==> src/hdl/xor_checked_frame_deframer_assert.svh <==
// ----------------------------------------------------------------------------
// Assertion macros for the deframer
// Clocked on clk, quiet while arst_n is low.
// ----------------------------------------------------------------------------
`ifndef XOR_CHECKED_FRAME_DEFRAMER_ASSERT_SVH
`define XOR_CHECKED_FRAME_DEFRAMER_ASSERT_SVH

// Same-cycle implication.
`define XCFD_ASSERT_NOW(lbl, ante, cons, msg) \
	lbl: assert property (@(posedge clk) disable iff (!arst_n) (ante) |-> (cons)) \
		else $error(msg);

// Next-cycle implication.
`define XCFD_ASSERT_NEXT(lbl, ante, cons, msg) \
	lbl: assert property (@(posedge clk) disable iff (!arst_n) (ante) |=> (cons)) \
		else $error(msg);

`endif

==> src/hdl/xcfd_pkg.sv <==
// ----------------------------------------------------------------------------
// xcfd_pkg
// Constants and types shared by the deframer modules.
// ----------------------------------------------------------------------------
package xcfd_pkg;

	localparam int FRAME_BYTES = 37;
	localparam int CNT_W       = $clog2(FRAME_BYTES + 1);

	localparam logic [7:0]  HEADER_BYTE = 8'hFF;
	localparam logic [15:0] CMD_RESET   = 16'h2001;

	// Byte positions inside a frame
	localparam int HDR_BYTES   = 4;
	localparam int CMD_POS     = 8;
	localparam int ANCHOR_POS  = 12;
	localparam int TAG_POS     = 16;
	localparam int DIST_POS    = 20;
	localparam int AZIM_POS    = 24;
	localparam int ELEV_POS    = 26;

	localparam logic [CNT_W-1:0] CNT_FULL  = CNT_W'(FRAME_BYTES);
	localparam logic [CNT_W-1:0] CNT_LAST  = CNT_W'(FRAME_BYTES - 1);
	localparam logic [CNT_W-1:0] CNT_HUNT  = CNT_W'(HDR_BYTES);
	localparam logic [CNT_W-1:0] CNT_KEEP  = CNT_W'(HDR_BYTES - 1);

	localparam int QUEUE_DEPTH = 2;
	localparam int QPTR_W      = $clog2(QUEUE_DEPTH);
	localparam int QCNT_W      = $clog2(QUEUE_DEPTH + 1);

	typedef struct packed {
		logic [31:0]        anchor;
		logic [31:0]        tag_id;
		logic [31:0]        distance;
		logic signed [15:0] azimuth;
		logic signed [15:0] elevation;
	} frame_rec_t;

	typedef struct packed {
		logic full;
		logic empty;
	} queue_stat_t;

endpackage

==> src/hdl/xcfd_front.sv <==
// ----------------------------------------------------------------------------
// xcfd_front
// Byte window, header hunt and frame check; flags a good frame on accept.
// ----------------------------------------------------------------------------
module xcfd_front
	import xcfd_pkg::*;
(
	input  logic        clk,
	input  logic        arst_n,
	input  logic        in_acc,
	input  logic [7:0]  rx_byte,
	input  logic        cfg_we,
	input  logic [15:0] cfg_wdata,
	output logic        frame_valid,
	output frame_rec_t  frame_rec
);

	// Shift line: newest byte at the top index, held bytes are the top cnt_q.
	logic [7:0] win_q [FRAME_BYTES];
	// XOR of all bytes received before each held byte
	logic [7:0] pre_q [FRAME_BYTES];
	logic [7:0] acc_q;
	logic [CNT_W-1:0] cnt_q;
	logic [15:0] cmd_q;

	logic [CNT_W-1:0] cnt_base;
	logic [CNT_W-1:0] cnt_inc;
	logic [CNT_W-1:0] cnt_next;
	logic hdr_hunt_ok;
	logic hdr_full_ok;
	logic sum_ok;
	logic cmd_ok;
	logic frame_ok;

	assign cnt_base = (cnt_q >= CNT_FULL) ? CNT_LAST : cnt_q;
	assign cnt_inc  = cnt_base + CNT_W'(1);

	// Taps are read one place above their frame position: the line shifts on accept.
	assign hdr_hunt_ok = (win_q[FRAME_BYTES-3] == HEADER_BYTE) &&
	                     (win_q[FRAME_BYTES-2] == HEADER_BYTE) &&
	                     (win_q[FRAME_BYTES-1] == HEADER_BYTE) &&
	                     (rx_byte == HEADER_BYTE);

	assign hdr_full_ok = (win_q[1] == HEADER_BYTE) && (win_q[2] == HEADER_BYTE) &&
	                     (win_q[3] == HEADER_BYTE) && (win_q[4] == HEADER_BYTE);

	// XOR over the frame body is the difference of two running prefixes.
	assign sum_ok   = ((pre_q[1] ^ acc_q) == rx_byte);
	assign cmd_ok   = ({win_q[CMD_POS+1], win_q[CMD_POS+2]} == cmd_q);
	assign frame_ok = hdr_full_ok && sum_ok && cmd_ok;

	always_comb begin
		cnt_next    = cnt_inc;
		frame_valid = 1'b0;
		if (cnt_inc == CNT_HUNT && !hdr_hunt_ok) begin
			cnt_next = CNT_KEEP;
		end else if (cnt_inc == CNT_FULL) begin
			if (frame_ok) begin
				cnt_next    = '0;
				frame_valid = in_acc;
			end else begin
				cnt_next = CNT_LAST;
			end
		end
	end

	always_comb begin
		frame_rec.anchor    = {win_q[ANCHOR_POS+4], win_q[ANCHOR_POS+3],
		                       win_q[ANCHOR_POS+2], win_q[ANCHOR_POS+1]};
		frame_rec.tag_id    = {win_q[TAG_POS+4], win_q[TAG_POS+3],
		                       win_q[TAG_POS+2], win_q[TAG_POS+1]};
		frame_rec.distance  = {win_q[DIST_POS+4], win_q[DIST_POS+3],
		                       win_q[DIST_POS+2], win_q[DIST_POS+1]};
		frame_rec.azimuth   = {win_q[AZIM_POS+2], win_q[AZIM_POS+1]};
		frame_rec.elevation = {win_q[ELEV_POS+2], win_q[ELEV_POS+1]};
	end

	always_ff @(posedge clk or negedge arst_n) begin
		if (!arst_n) begin
			cnt_q <= '0;
			acc_q <= '0;
			cmd_q <= CMD_RESET;
		end else begin
			if (in_acc) begin
				cnt_q <= cnt_next;
				acc_q <= acc_q ^ rx_byte;
			end
			if (cfg_we) begin
				cmd_q <= cfg_wdata;
			end
		end
	end

	// Advance the byte and prefix lines.
	always_ff @(posedge clk) begin
		if (in_acc) begin
			for (int i = 0; i < FRAME_BYTES - 1; i++) begin
				win_q[i] <= win_q[i+1];
				pre_q[i] <= pre_q[i+1];
			end
			win_q[FRAME_BYTES-1] <= rx_byte;
			pre_q[FRAME_BYTES-1] <= acc_q;
		end
	end

endmodule

==> src/hdl/xcfd_queue.sv <==
// ----------------------------------------------------------------------------
// xcfd_queue
// Short result queue between the frame checker and the output stage.
// ----------------------------------------------------------------------------
module xcfd_queue
	import xcfd_pkg::*;
(
	input  logic        clk,
	input  logic        arst_n,
	input  logic        push,
	input  frame_rec_t  push_rec,
	input  logic        pop,
	output frame_rec_t  pop_rec,
	output queue_stat_t stat
);

	frame_rec_t mem_q [QUEUE_DEPTH];
	logic [QPTR_W-1:0] wr_ptr_q;
	logic [QPTR_W-1:0] rd_ptr_q;
	logic [QCNT_W-1:0] cnt_q;

	function automatic logic [QPTR_W-1:0] ptr_next(input logic [QPTR_W-1:0] p);
		return (p == QPTR_W'(QUEUE_DEPTH - 1)) ? '0 : p + QPTR_W'(1);
	endfunction

	assign stat.full  = (cnt_q == QCNT_W'(QUEUE_DEPTH));
	assign stat.empty = (cnt_q == '0);
	assign pop_rec    = mem_q[rd_ptr_q];

	always_ff @(posedge clk or negedge arst_n) begin
		if (!arst_n) begin
			wr_ptr_q <= '0;
			rd_ptr_q <= '0;
			cnt_q    <= '0;
		end else begin
			if (push) begin
				wr_ptr_q <= ptr_next(wr_ptr_q);
			end
			if (pop) begin
				rd_ptr_q <= ptr_next(rd_ptr_q);
			end
			if (push && !pop) begin
				cnt_q <= cnt_q + QCNT_W'(1);
			end else if (pop && !push) begin
				cnt_q <= cnt_q - QCNT_W'(1);
			end
		end
	end

	always_ff @(posedge clk) begin
		if (push) begin
			mem_q[wr_ptr_q] <= push_rec;
		end
	end

endmodule

==> src/hdl/xcfd_back.sv <==
// ----------------------------------------------------------------------------
// xcfd_back
// Output register: presents the oldest result and drains the queue.
// ----------------------------------------------------------------------------
module xcfd_back
	import xcfd_pkg::*;
(
	input  logic       clk,
	input  logic       arst_n,
	input  logic       q_empty,
	input  frame_rec_t q_rec,
	output logic       q_pop,
	input  logic       pop,
	output logic       empty,
	output frame_rec_t out_rec
);

	logic       valid_q;
	frame_rec_t rec_q;

	// Load when the register is free or being drained this cycle.
	assign q_pop   = !q_empty && (!valid_q || pop);
	assign empty   = !valid_q;
	assign out_rec = rec_q;

	always_ff @(posedge clk or negedge arst_n) begin
		if (!arst_n) begin
			valid_q <= 1'b0;
		end else if (q_pop) begin
			valid_q <= 1'b1;
		end else if (pop) begin
			valid_q <= 1'b0;
		end
	end

	always_ff @(posedge clk) begin
		if (q_pop) begin
			rec_q <= q_rec;
		end
	end

endmodule

==> src/hdl/xor_checked_frame_deframer.sv <==
// ----------------------------------------------------------------------------
// xor_checked_frame_deframer
// Fixed-length frame deframer with header hunt and XOR checksum.
// ----------------------------------------------------------------------------
// Takes one received byte per clock whenever full is low and emits one
// result for each good frame: four 0xFF header bytes, an XOR over the body
// that matches the last byte, and a big-endian command equal to the value
// last written on cfg_wdata (0x2001 after reset). Each byte is checked in
// the cycle it is transferred, so the sustained rate is one byte per cycle
// while full is low; a good frame is written into the queue when its last
// byte is transferred, then moves on into the output register and waits
// there until popped. Between checker and output register sits a two-entry
// queue; full goes high only when that queue holds two results the
// consumer has not drained, so a stalled consumer blocks input after at
// most three pending results. No clearing pass runs after reset: the byte
// window is never read before it has been filled.
// ----------------------------------------------------------------------------
module xor_checked_frame_deframer
	import xcfd_pkg::*;
(
	input  logic               clk,
	input  logic               arst_n,
	// byte input
	input  logic               push,
	output logic               full,
	input  logic [7:0]         rx_byte,
	// command register write
	input  logic               cfg_we,
	input  logic [15:0]        cfg_wdata,
	// result output
	output logic               empty,
	input  logic               pop,
	output logic [31:0]        anchor,
	output logic [31:0]        tag_id,
	output logic [31:0]        distance,
	output logic signed [15:0] azimuth,
	output logic signed [15:0] elevation
);

`include "xor_checked_frame_deframer_assert.svh"

	logic        in_acc;
	logic        frame_valid;
	frame_rec_t  frame_rec;
	frame_rec_t  q_rec;
	frame_rec_t  out_rec;
	queue_stat_t q_stat;
	logic        q_pop;
	logic        drain_last;

	// Transfer a byte only while the queue can take a result.
	assign full   = q_stat.full;
	assign in_acc = push && !full;

	// Front: hold the window, hunt for the header, check full frames.
	xcfd_front u_front (
		.clk         (clk),
		.arst_n      (arst_n),
		.in_acc      (in_acc),
		.rx_byte     (rx_byte),
		.cfg_we      (cfg_we),
		.cfg_wdata   (cfg_wdata),
		.frame_valid (frame_valid),
		.frame_rec   (frame_rec)
	);

	// Decouple checker and consumer.
	xcfd_queue u_queue (
		.clk      (clk),
		.arst_n   (arst_n),
		.push     (frame_valid),
		.push_rec (frame_rec),
		.pop      (q_pop),
		.pop_rec  (q_rec),
		.stat     (q_stat)
	);

	// Back: present the oldest result until it is popped.
	xcfd_back u_back (
		.clk     (clk),
		.arst_n  (arst_n),
		.q_empty (q_stat.empty),
		.q_rec   (q_rec),
		.q_pop   (q_pop),
		.pop     (pop),
		.empty   (empty),
		.out_rec (out_rec)
	);

	assign anchor    = out_rec.anchor;
	assign tag_id    = out_rec.tag_id;
	assign distance  = out_rec.distance;
	assign azimuth   = out_rec.azimuth;
	assign elevation = out_rec.elevation;

	// Last result leaves the output with nothing behind it.
	assign drain_last = pop && !empty && q_stat.empty && !frame_valid;

	// A result is only raised by a transferred byte, never into a full queue.
	`XCFD_ASSERT_NOW(a_frame_on_accept, frame_valid, in_acc && !q_stat.full, "no transfer")
	// A free output register picks up a waiting result in the next cycle.
	`XCFD_ASSERT_NEXT(a_back_fills, empty && !q_stat.empty, !empty, "not refilled")
	// Draining the last result leaves the output empty.
	`XCFD_ASSERT_NEXT(a_back_drains, drain_last, empty, "stale result after pop")

endmodule
==> config.mk <==
export PLATFORM = sky130hd
export DESIGN_NAME = xor_checked_frame_deframer
export DESIGN_NICKNAME = d
export VERILOG_FILES = /design/src/hdl/xcfd_pkg.sv /design/src/hdl/xcfd_front.sv /design/src/hdl/xcfd_queue.sv /design/src/hdl/xcfd_back.sv /design/src/hdl/xor_checked_frame_deframer.sv
export VERILOG_INCLUDE_DIRS = /design/src /design/src/hdl
export SDC_FILE = /design/constraint.sdc
export NUM_CORES = 1
export LEC_CHECK = 0
export BUFFER_PORTS_ARGS = -buffer_cell sky130_fd_sc_hd__buf_2
export CAP_MARGIN = 20
export CORE_MARGIN = 4
export CORE_UTILIZATION = 58
export DETAILED_ROUTE_END_ITERATION = 10
export PLACE_DENSITY_LB_ADDON = 0.12
export SYNTH_ARGS = -nofsm -noshare
export SYNTH_HDL_FRONTEND = slang
export SYNTH_SLANG_ARGS = --single-unit
==> constraint.sdc <==
create_clock -name clk -period 23.2 [get_ports clk]
set_input_delay 4.64 -clock clk [delete_from_list [all_inputs] [get_ports clk]]
set_output_delay 4.64 -clock clk [all_outputs]
set_load 0.05 [all_outputs]
==> impl_metrics.tcl, run 1 <==
set metrics [dict create \
    required_ps 23430 \
    hold_viol_final 0 \
    worstReg2RegStart "u_front.cnt_q[1]" \
    dp_hpwl_mm 26.7 \
    pwr_density_cell_nw_per_um2 102 \
    wirelength_mm 48.7 \
    power_mw 3.81 \
    fillers 3465 \
    cts_tree "yes" \
    synth_xor_area_share_pct 1.31 \
    finClkSkew_ps 18.9 \
    avgSynthCellArea_sq_um 25.0 \
    synth_compound_area_share_pct 0.382 \
    r2r_setup_slack_ps 18130 \
    vias 12400 \
    numPortBuffers 158 \
    area_delta_synth_final_pct 14.7 \
    placedCellCount 2193 \
    die_h_um 244 \
    power.leakage_nw 12.6 \
    synth_top_family_by_area "multiplexers" \
    gp_congestion 0.757 \
    ys.flop_type "edfxtp_1" \
    fin_ws_ps 15260 \
    netlist_instances 1295 \
    seqCellArea_sq_um 29700 \
    synth_top_cells_by_area "edfxtp_1 (89%), mux2_2 (5.0%), dfrtp_1 (2.5%)" \
    period_needed_ps 7940 \
    final_common_cell "edfxtp_1" \
    endpoint_kind "flop" \
    cts_setup_buffers 0 \
    grt_pass1_wl_mm 74.2 \
    clk_latency_ps 610 \
    firstDrtPassIters 5 \
    start_kind "input pin" \
    worstHoldStart "u_front.pre_q[3][7]" \
    die_w_um 244 \
    grt_pass1_vias 12600 \
    initial_core_util_pct 58.7 \
    viasPerCell 5.24 \
    synth_edf_count 960 \
    synth_top_area_share_pct 88.9 \
    clock_path_buffers 3 \
    crit_arrival_ps 8160 \
    cp_max_fo 69 \
    cts_buffers 93 \
    grt_overflow 0 \
    ios 159 \
    final_nets 1573 \
    ys_async_sr_fraction_pct 3.52 \
    instances_no_fill 2359 \
    critical_path_class "in -> reg" \
    hp-class "reg -> reg" \
    yosys.area_share.simple_pct 1.18 \
    rsz0062_at_grt "no" \
    drt_iter0_drc 977 \
    setup_tns_ps 0 \
    fmaxAchievable_mhz 126 \
    setup_viol 0 \
    tightest_slew_ps 1130 \
    design_area_sq_um 37200 \
    finish.utilization_pct 67.4 \
    slew_headroom_pct 24.4 \
    hold_slack_ps 399 \
    drive_above_1_share_pct 27.9 \
    cts.clk_slew.worst_paths_ps 60 \
    synth_fa_ha_area_share_pct 0.154 \
    maxSlewViolCount 0 \
    dpl-instance-area_sq_um 34200 \
    synth_seq_area_share_pct 91.6 \
    max_cap_viol_count 0 \
    multiInputGateArea_sq_um 2630 \
    pre_cts_ws_ps 14580 \
    status "complete, no violations" \
    core_area_sq_um 55200 \
    peakVddDrop_v 0.0000784 \
    track_usage_pct 16.3 \
    ctsHoldBuffers 0 \
    netlist_area_sq_um 32400 \
    htree_levels 3 \
    numClockSinks 995 \
    yosys_warnings 0 \
    ys_types 41 \
    synthMuxAreaShare_pct 5.03 \
    root_buffer "clkbuf_16" \
    insertedDiodeCount 0 \
    die-area_sq_um 59700 \
    ys_ff_latch 995 \
    cts_resized 0 \
    mostFrequentLayoutCells "edfxtp_1 (960), buf_2 (158), mux2_2 (144)" \
    detail-route-antenna-nets 0 \
    yosys.area.top_type "edfxtp_1" \
    post_drt_wl_per_cell_um 20.7 \
    syn_nets 1328 \
    startpoint "rx_byte[3]" \
    grt_max_degree 214 \
    drc_errors 0 \
    rows 86 \
    finalCritPeriodShare_pct 34.2 \
    antenna_found_initial 1 \
]
==> critical path, cell delays in order <==
cell	delay, ps
buf_2	120
xnor3_1	370
nand4_1	110
or4_4	560
nor4_4	360
nand2_1	220
nor2_4	110
buf_4	780
buf_4	810
==> final timing paths <==
check / to / cells after the start
max: u_queue.mem_q[0][114] / 9
min: u_front.pre_q[2][63] / 0
max reg2reg: u_queue.mem_q[0][114] / 12
min reg2reg: u_front.pre_q[2][63] / 0
max in group asynchronous: u_queue.rd_ptr_q / 1
min in group asynchronous: u_front.acc_q[4] / 1
==> final cells by class <==
type	count	area share (%)
flip-flops and latches	995	79.9
repair buffers	168	2.42
clock buffers	124	6.82
multi-input cells	274	7.06
inverters	8	0.114
well taps	748	2.52
clock inverters	42	1.20
==> cell families (layout without fill, tap and decap cells) <==
kind of cell               after synthesis  after routing
DFF                                    995            995
xor gates and xnor gates                39             39
adders and majority gates                4              4
AOI/OAI and AO/OA                       18             18
and+or+nand+nor                         68             68
muxes                                  145            145
buffers and inverters                   26            342
==> flip-flops by register name, indices dropped and copies added, names as in the netlist <==
name / cells
u_back.out_rec: 128
u_front.win_q: 288
u_queue.rd_ptr_q: 1
u_queue.wr_ptr_q: 1
u_front.cnt_q: 6
u_queue.mem_q: 256
u_front.pre_q: 288
u_back.valid_q: 1
u_front.cmd_q: 16
u_front.acc_q: 8
u_queue.cnt_q: 2
==> synth_stat cells, types with 3 or more instances <==
| cell | number |
|---|---|
| xnor3_1 | 6 |
| dfrtp_1 | 33 |
| xnor2_1 | 17 |
| xor2_1 | 16 |
| o21ai_0 | 3 |
| ha_1 | 4 |
| inv_1 | 8 |
| edfxtp_1 | 960 |
| a21oi_1 | 4 |
| nand4_1 | 19 |
| nand2_1 | 18 |
| nor4_1 | 7 |
| nand3_1 | 3 |
| mux2_2 | 144 |
| nor2_1 | 6 |
| nor3_1 | 3 |
| clkbuf_1 | 15 |
==> layer usage <==
layer	GRT usage, %	vias up	share of wire, %
met5	0	-	0
met4	5.14	0	2.0
met3	3.16	71	4.9
met2	25.4	293	48
met1	24.1	6327	46
li1	-	5676	-
==> power breakdown <==
group          internal [mW]  switching, mW  total [mW]
registers               2.15         0.0839        2.24
logic                 0.0435         0.0506      0.0942
clock network          0.876          0.602        1.48
No activity file was read; power rests on OpenSTA's default activity.
==> run 2: changes to the inputs <==
clock period = 7.4 ns   (was 23.2 ns; I/O delays follow)
==> run 2 against run 1 <==
Effect of this change: clock skew fell by 1.5 ps; setup slack got worse by 12000 ps; critical path depth up 1; non-clock buffer count is 2 lower; cell count rose by 0.13%; routed wire length down 2.0%; combinational power rose to 3.2 times the previous value; global-route usage shrank 0.16 points; flip-flop and latch count unchanged; core utilization is 0.11 points lower; die area did not move.
==> impl_metrics.tcl, run 2 (synthesis gave the netlist of run 1 again) <==
set metrics [dict create \
    status "complete, no violations" \
    fmaxAchievable_mhz 227 \
    grt_pass1_vias 12700 \
    fin_ws_ps 2990 \
    htree_levels 3 \
    rsz0062_at_grt "no" \
    antenna_found_initial 2 \
    post_drt_wl_per_cell_um 20.2 \
    ios 159 \
    clk_latency_ps 620 \
    drive_above_1_share_pct 27.9 \
    fillers 3451 \
    viasPerCell 5.25 \
    final_common_cell "edfxtp_1" \
    root_buffer "clkbuf_16" \
    grt_overflow 0 \
    finish.utilization_pct 67.3 \
    crit_arrival_ps 4660 \
    ctsHoldBuffers 0 \
    wirelength_mm 47.7 \
    mostFrequentLayoutCells "edfxtp_1 (960), buf_2 (158), mux2_2 (144)" \
    cts_buffers 91 \
    required_ps 7650 \
    dpl-instance-area_sq_um 34200 \
    critical_path_class "reg -> reg" \
    dp_hpwl_mm 26.1 \
    instances_no_fill 2362 \
    hold_viol_final 0 \
    peakVddDrop_v 0.000213 \
    die_h_um 244 \
    cts_setup_buffers 0 \
    clock_path_buffers 3 \
    drt_iter0_drc 1026 \
    critPathBufInv 2 \
    cts_tree "yes" \
    firstDrtPassIters 5 \
    p_seq_share_pct 59.4 \
    maxSlewViolCount 0 \
    gp_congestion 0.789 \
    rows 86 \
    hold_slack_ps 410 \
    power.leakage_nw 12.6 \
    grt_pass1_wl_mm 73.8 \
    placedCellCount 2190 \
    slew_headroom_pct 24.7 \
    cp_max_fo 89 \
    critPathSlowestCell "and3_4" \
    grt_max_degree 204 \
    design_area_sq_um 37100 \
    vias 12400 \
    track_usage_pct 16.2 \
    finClkSkew_ps 17.5 \
    drc_errors 0 \
    p_int_mw 9.46 \
    hp-class "reg -> reg" \
    pwr_density_cell_nw_per_um2 317 \
    critPathTopFamily "simple AND/OR/NAND/NOR gates" \
    setup_viol 0 \
    critical-path-max-stage-delay_ps 680 \
    p_clk_share_pct 38.0 \
    swShare_pct 19.7 \
    power_mw 11.8 \
    final_nets 1569 \
    die_w_um 244 \
    start_kind "flop" \
    detail-route-antenna-nets 0 \
    finalCritPeriodShare_pct 59.5 \
    area_delta_synth_final_pct 14.6 \
    pre_cts_ws_ps 2680 \
    max_cap_viol_count 0 \
    initial_core_util_pct 58.7 \
    power_frac_comb_pct 2.6 \
    die-area_sq_um 59700 \
    numPortBuffers 158 \
    period_needed_ps 4410 \
    endpoint_kind "flop" \
    cts_resized 0 \
    tightest_slew_ps 1130 \
    crit_chain "o21a_1, o31ai_1, nand2_1, inv_1, ha_1, mux2i_1, a211o_2, nor4_4, and3_4, buf_12" \
    reg.largest.list "u_front.pre_q x288, u_front.win_q x288, u_queue.mem_q x256" \
    insertedDiodeCount 0 \
    seqCellArea_sq_um 29700 \
    cts.clk_slew.worst_paths_ps 60 \
    power.net_switching_mw 2.33 \
    setup_tns_ps 0 \
    multiInputGateArea_sq_um 2630 \
    core_area_sq_um 55200 \
    numClockSinks 995 \
]
## run 2: cell count changes in the layout (fill, tap and decap cells not counted), moves of 3 or more
cell / previous run / this run
buf_12: 1 / 4
inv_6: 2 / 5
buf_4: 8 / 3
clkbuf_8: 5 / 8
clkinv_1: 15 / 20
bufinv_16: 10 / 5
## run 2: area by class of cell
cell class / count / area share, %
repair buffers: 166 / 2.48
flip-flops and latches: 995 / 80.0
clock inverters: 48 / 1.03
clock buffers: 123 / 6.79
multi-input cells: 274 / 7.07
inverters: 8 / 0.115
well taps: 748 / 2.52
## run 2: power by group through the flow
stage	combinational (mW)	sequential (mW)	clock (mW)
after global placement	0.293	7.10	0
after CTS	0.310	7.01	4.61
after detailed placement	0.309	7.11	0
after global routing	0.341	7.05	4.86
final	0.306	7.00	4.48
after floorplan	0.242	7.01	0
## run 2: layer usage
metal  global-route usage, %  vias to the layer above  part of all wire, %
met5                       0                        -                    0
met4                    6.18                        0                  2.6
met3                    3.14                       79                  5.0
met2                    24.6                      281                   47
met1                    23.9                     6354                   46
li1                        -                     5689                    -
## run 2: path summary, 6_finish.rpt
check	startpoint	endpoint	slack, ps	cells past startpoint
max reg2reg	u_front.cnt_q[1]	u_queue.mem_q[1][110]	2990	10
min reg2reg	u_front.pre_q[1][15]	u_front.pre_q[1][7]	410	0
min in group asynchronous	arst_n	u_front.acc_q[6]	990	1
max in group asynchronous	arst_n	u_queue.rd_ptr_q	5740	1
max	u_front.cnt_q[1]	u_queue.mem_q[1][110]	2990	10
min	u_front.pre_q[1][15]	u_front.pre_q[1][7]	410	0
## run 2: worst reg2reg max path, stage by stage, from the launching register on
cell	delay, ps
dfrtp_1	450
o21a_1	230
o31ai_1	550
nand2_1	200
inv_1	120
ha_1	250
mux2i_1	140
a211o_2	390
nor4_4	420
and3_4	680
buf_12	500
==> run 3: changes to the inputs <==
clock period = 4.4 ns   (was 7.4 ns; I/O delays follow)
==> run 3 against run 2 <==
Effect of this change: first-iteration DRC count down 2.4%; sequential share of layout area down 0.55 points; flip-flop and latch count unchanged; register-to-register slack worse by 2300 ps; non-clock buffer count up 11; clock power up 71%; worst hold slack worse by 26 ps; largest power group unchanged.
==> impl_metrics.tcl, run 3 (synthesis gave the netlist of run 1 again) <==
set metrics [dict create \
    wirelength_mm 48.4 \
    hp-class "in -> async" \
    drc_errors 0 \
    pwr_density_cell_nw_per_um2 535 \
    start_kind "flop" \
    slew_headroom_pct 41.5 \
    initial_core_util_pct 58.7 \
    cts.clk_slew.worst_paths_ps 60 \
    hold_slack_ps 384 \
    die_w_um 244 \
    numClockSinks 995 \
    reg.largest.list "u_front.pre_q x288, u_front.win_q x288, u_queue.mem_q x256" \
    crit_arrival_ps 3970 \
    hold_viol_final 0 \
    cts_setup_buffers 0 \
    dpl-instance-area_sq_um 34400 \
    die-area_sq_um 59700 \
    drive_above_1_share_pct 29.1 \
    grt_pass1_vias 12800 \
    required_ps 4630 \
    cts_buffers 93 \
    core_area_sq_um 55200 \
    tightest_slew_ps 878 \
    fillers 3389 \
    critical_path_class "reg -> reg" \
    r2r_setup_slack_ps 660 \
    cts_resized 0 \
    numPortBuffers 158 \
    die_h_um 244 \
    finClkSkew_ps 18.3 \
    design_area_sq_um 37400 \
    status "complete, no violations" \
    grt_pass1_wl_mm 75.0 \
    grt_max_degree 104 \
    placedCellCount 2202 \
    cts_tree "yes" \
    track_usage_pct 16.3 \
    vias 12500 \
    firstDrtPassIters 5 \
    gp_congestion 0.746 \
    ios 159 \
    htree_levels 3 \
    viasPerCell 5.28 \
    ctsHoldBuffers 0 \
    r2r_cells 12 \
    clk_latency_ps 610 \
    drt_iter0_drc 1001 \
    grt_overflow 0 \
    root_buffer "clkbuf_16" \
    final_nets 1582 \
    detail-route-antenna-nets 0 \
    fin_ws_ps 657 \
    rsz0062_at_grt "no" \
    pre_cts_ws_ps 705 \
    insertedDiodeCount 0 \
    finalCritPeriodShare_pct 85.1 \
    antenna_found_initial 2 \
    mostFrequentLayoutCells "edfxtp_1 (960), buf_2 (158), mux2_2 (144)" \
    cp_max_fo 103 \
    clock_path_buffers 3 \
    rows 86 \
    area_delta_synth_final_pct 15.3 \
    setup_viol 0 \
    worstReg2RegStart "u_front.cnt_q[1]" \
    max_cap_viol_count 0 \
    instances_no_fill 2375 \
    maxSlewViolCount 0 \
    endpoint_kind "flop" \
    worstReg2RegEnd "u_queue.mem_q[0][97]" \
    fmaxAchievable_mhz 267 \
    post_drt_wl_per_cell_um 20.4 \
    final_common_cell "edfxtp_1" \
    power.leakage_nw 12.7 \
    dp_hpwl_mm 27.3 \
    peakVddDrop_v 0.000357 \
    period_needed_ps 3740 \
]
[run 3: worst max-delay path by stage]
stage,startpoint,endpoint,slack [ps],depth (start not counted)
floorplan,u_front.cnt_q[2],u_queue.mem_q[0][0],-120,10
global placement,rx_byte[6],u_queue.mem_q[0][9],760,8
detailed placement,u_front.cnt_q[1],u_queue.mem_q[0][40],710,12
CTS,u_front.cnt_q[1],u_queue.mem_q[0][56],670,12
global route,u_front.cnt_q[1],u_queue.mem_q[0][56],410,12
finish,u_front.cnt_q[1],u_queue.mem_q[0][97],660,12
[run 3: worst max-delay path: stages, from the launching register on]
cell and delay, ps:
dfrtp_1 440, o21a_1 250, o31ai_4 350, nand2_2 130, inv_2 110, ha_4 170, nor2b_1 60, mux2i_1 200
a22oi_1 130, a31oi_1 570, nand2_2 190, nor2_4 180, buf_12 390
[run 3: metal layers]
layer | wire length (um) | GRT usage, % | vias up
met2 | 22800 | 25.1 | 302
met3 | 2280 | 3.18 | 77
met4 | 1230 | 5.91 | 0
met5 | 0 | 0 | -
li1 | - | - | 5726
met1 | 22100 | 24.0 | 6426
[run 3: layout make-up]
cell class / instances / area (sq um) / share of cell area, %
sequential: 995 / 29700 / 79.5
multi-input combinational: 274 / 2670 / 7.13
clock buffer: 118 / 2470 / 6.61
timing repair buffer: 177 / 1080 / 2.90
tap: 748 / 936 / 2.50
clock inverter: 55 / 482 / 1.29
inverter: 8 / 42.5 / 0.114
[run 3: report_power, final]
| group | switching [mW] | internal (mW) | total, mW |
|---|---|---|---|
| logic | 0.294 | 0.268 | 0.562 |
| clock network | 3.19 | 4.45 | 7.64 |
| registers | 0.438 | 11.4 | 11.8 |
| total | 3.92 | 16.1 | 20.0 |
[run 3: per-stage QoR]
| step | total power, mW | utilization [%] | setup TNS [ps] |
|---|---|---|---|
| 2_1_floorplan | 12.2 | - | -15870 |
| 5_1_grt | 20.8 | 67.7 | 0 |
| 3_3_place_gp | 12.5 | 62.4 | 0 |
| 4_1_cts | 20.2 | 67.7 | 0 |
| 3_5_place_dp | 12.5 | 62.4 | 0 |
| 6_report | 20.0 | 67.7 | 0 |
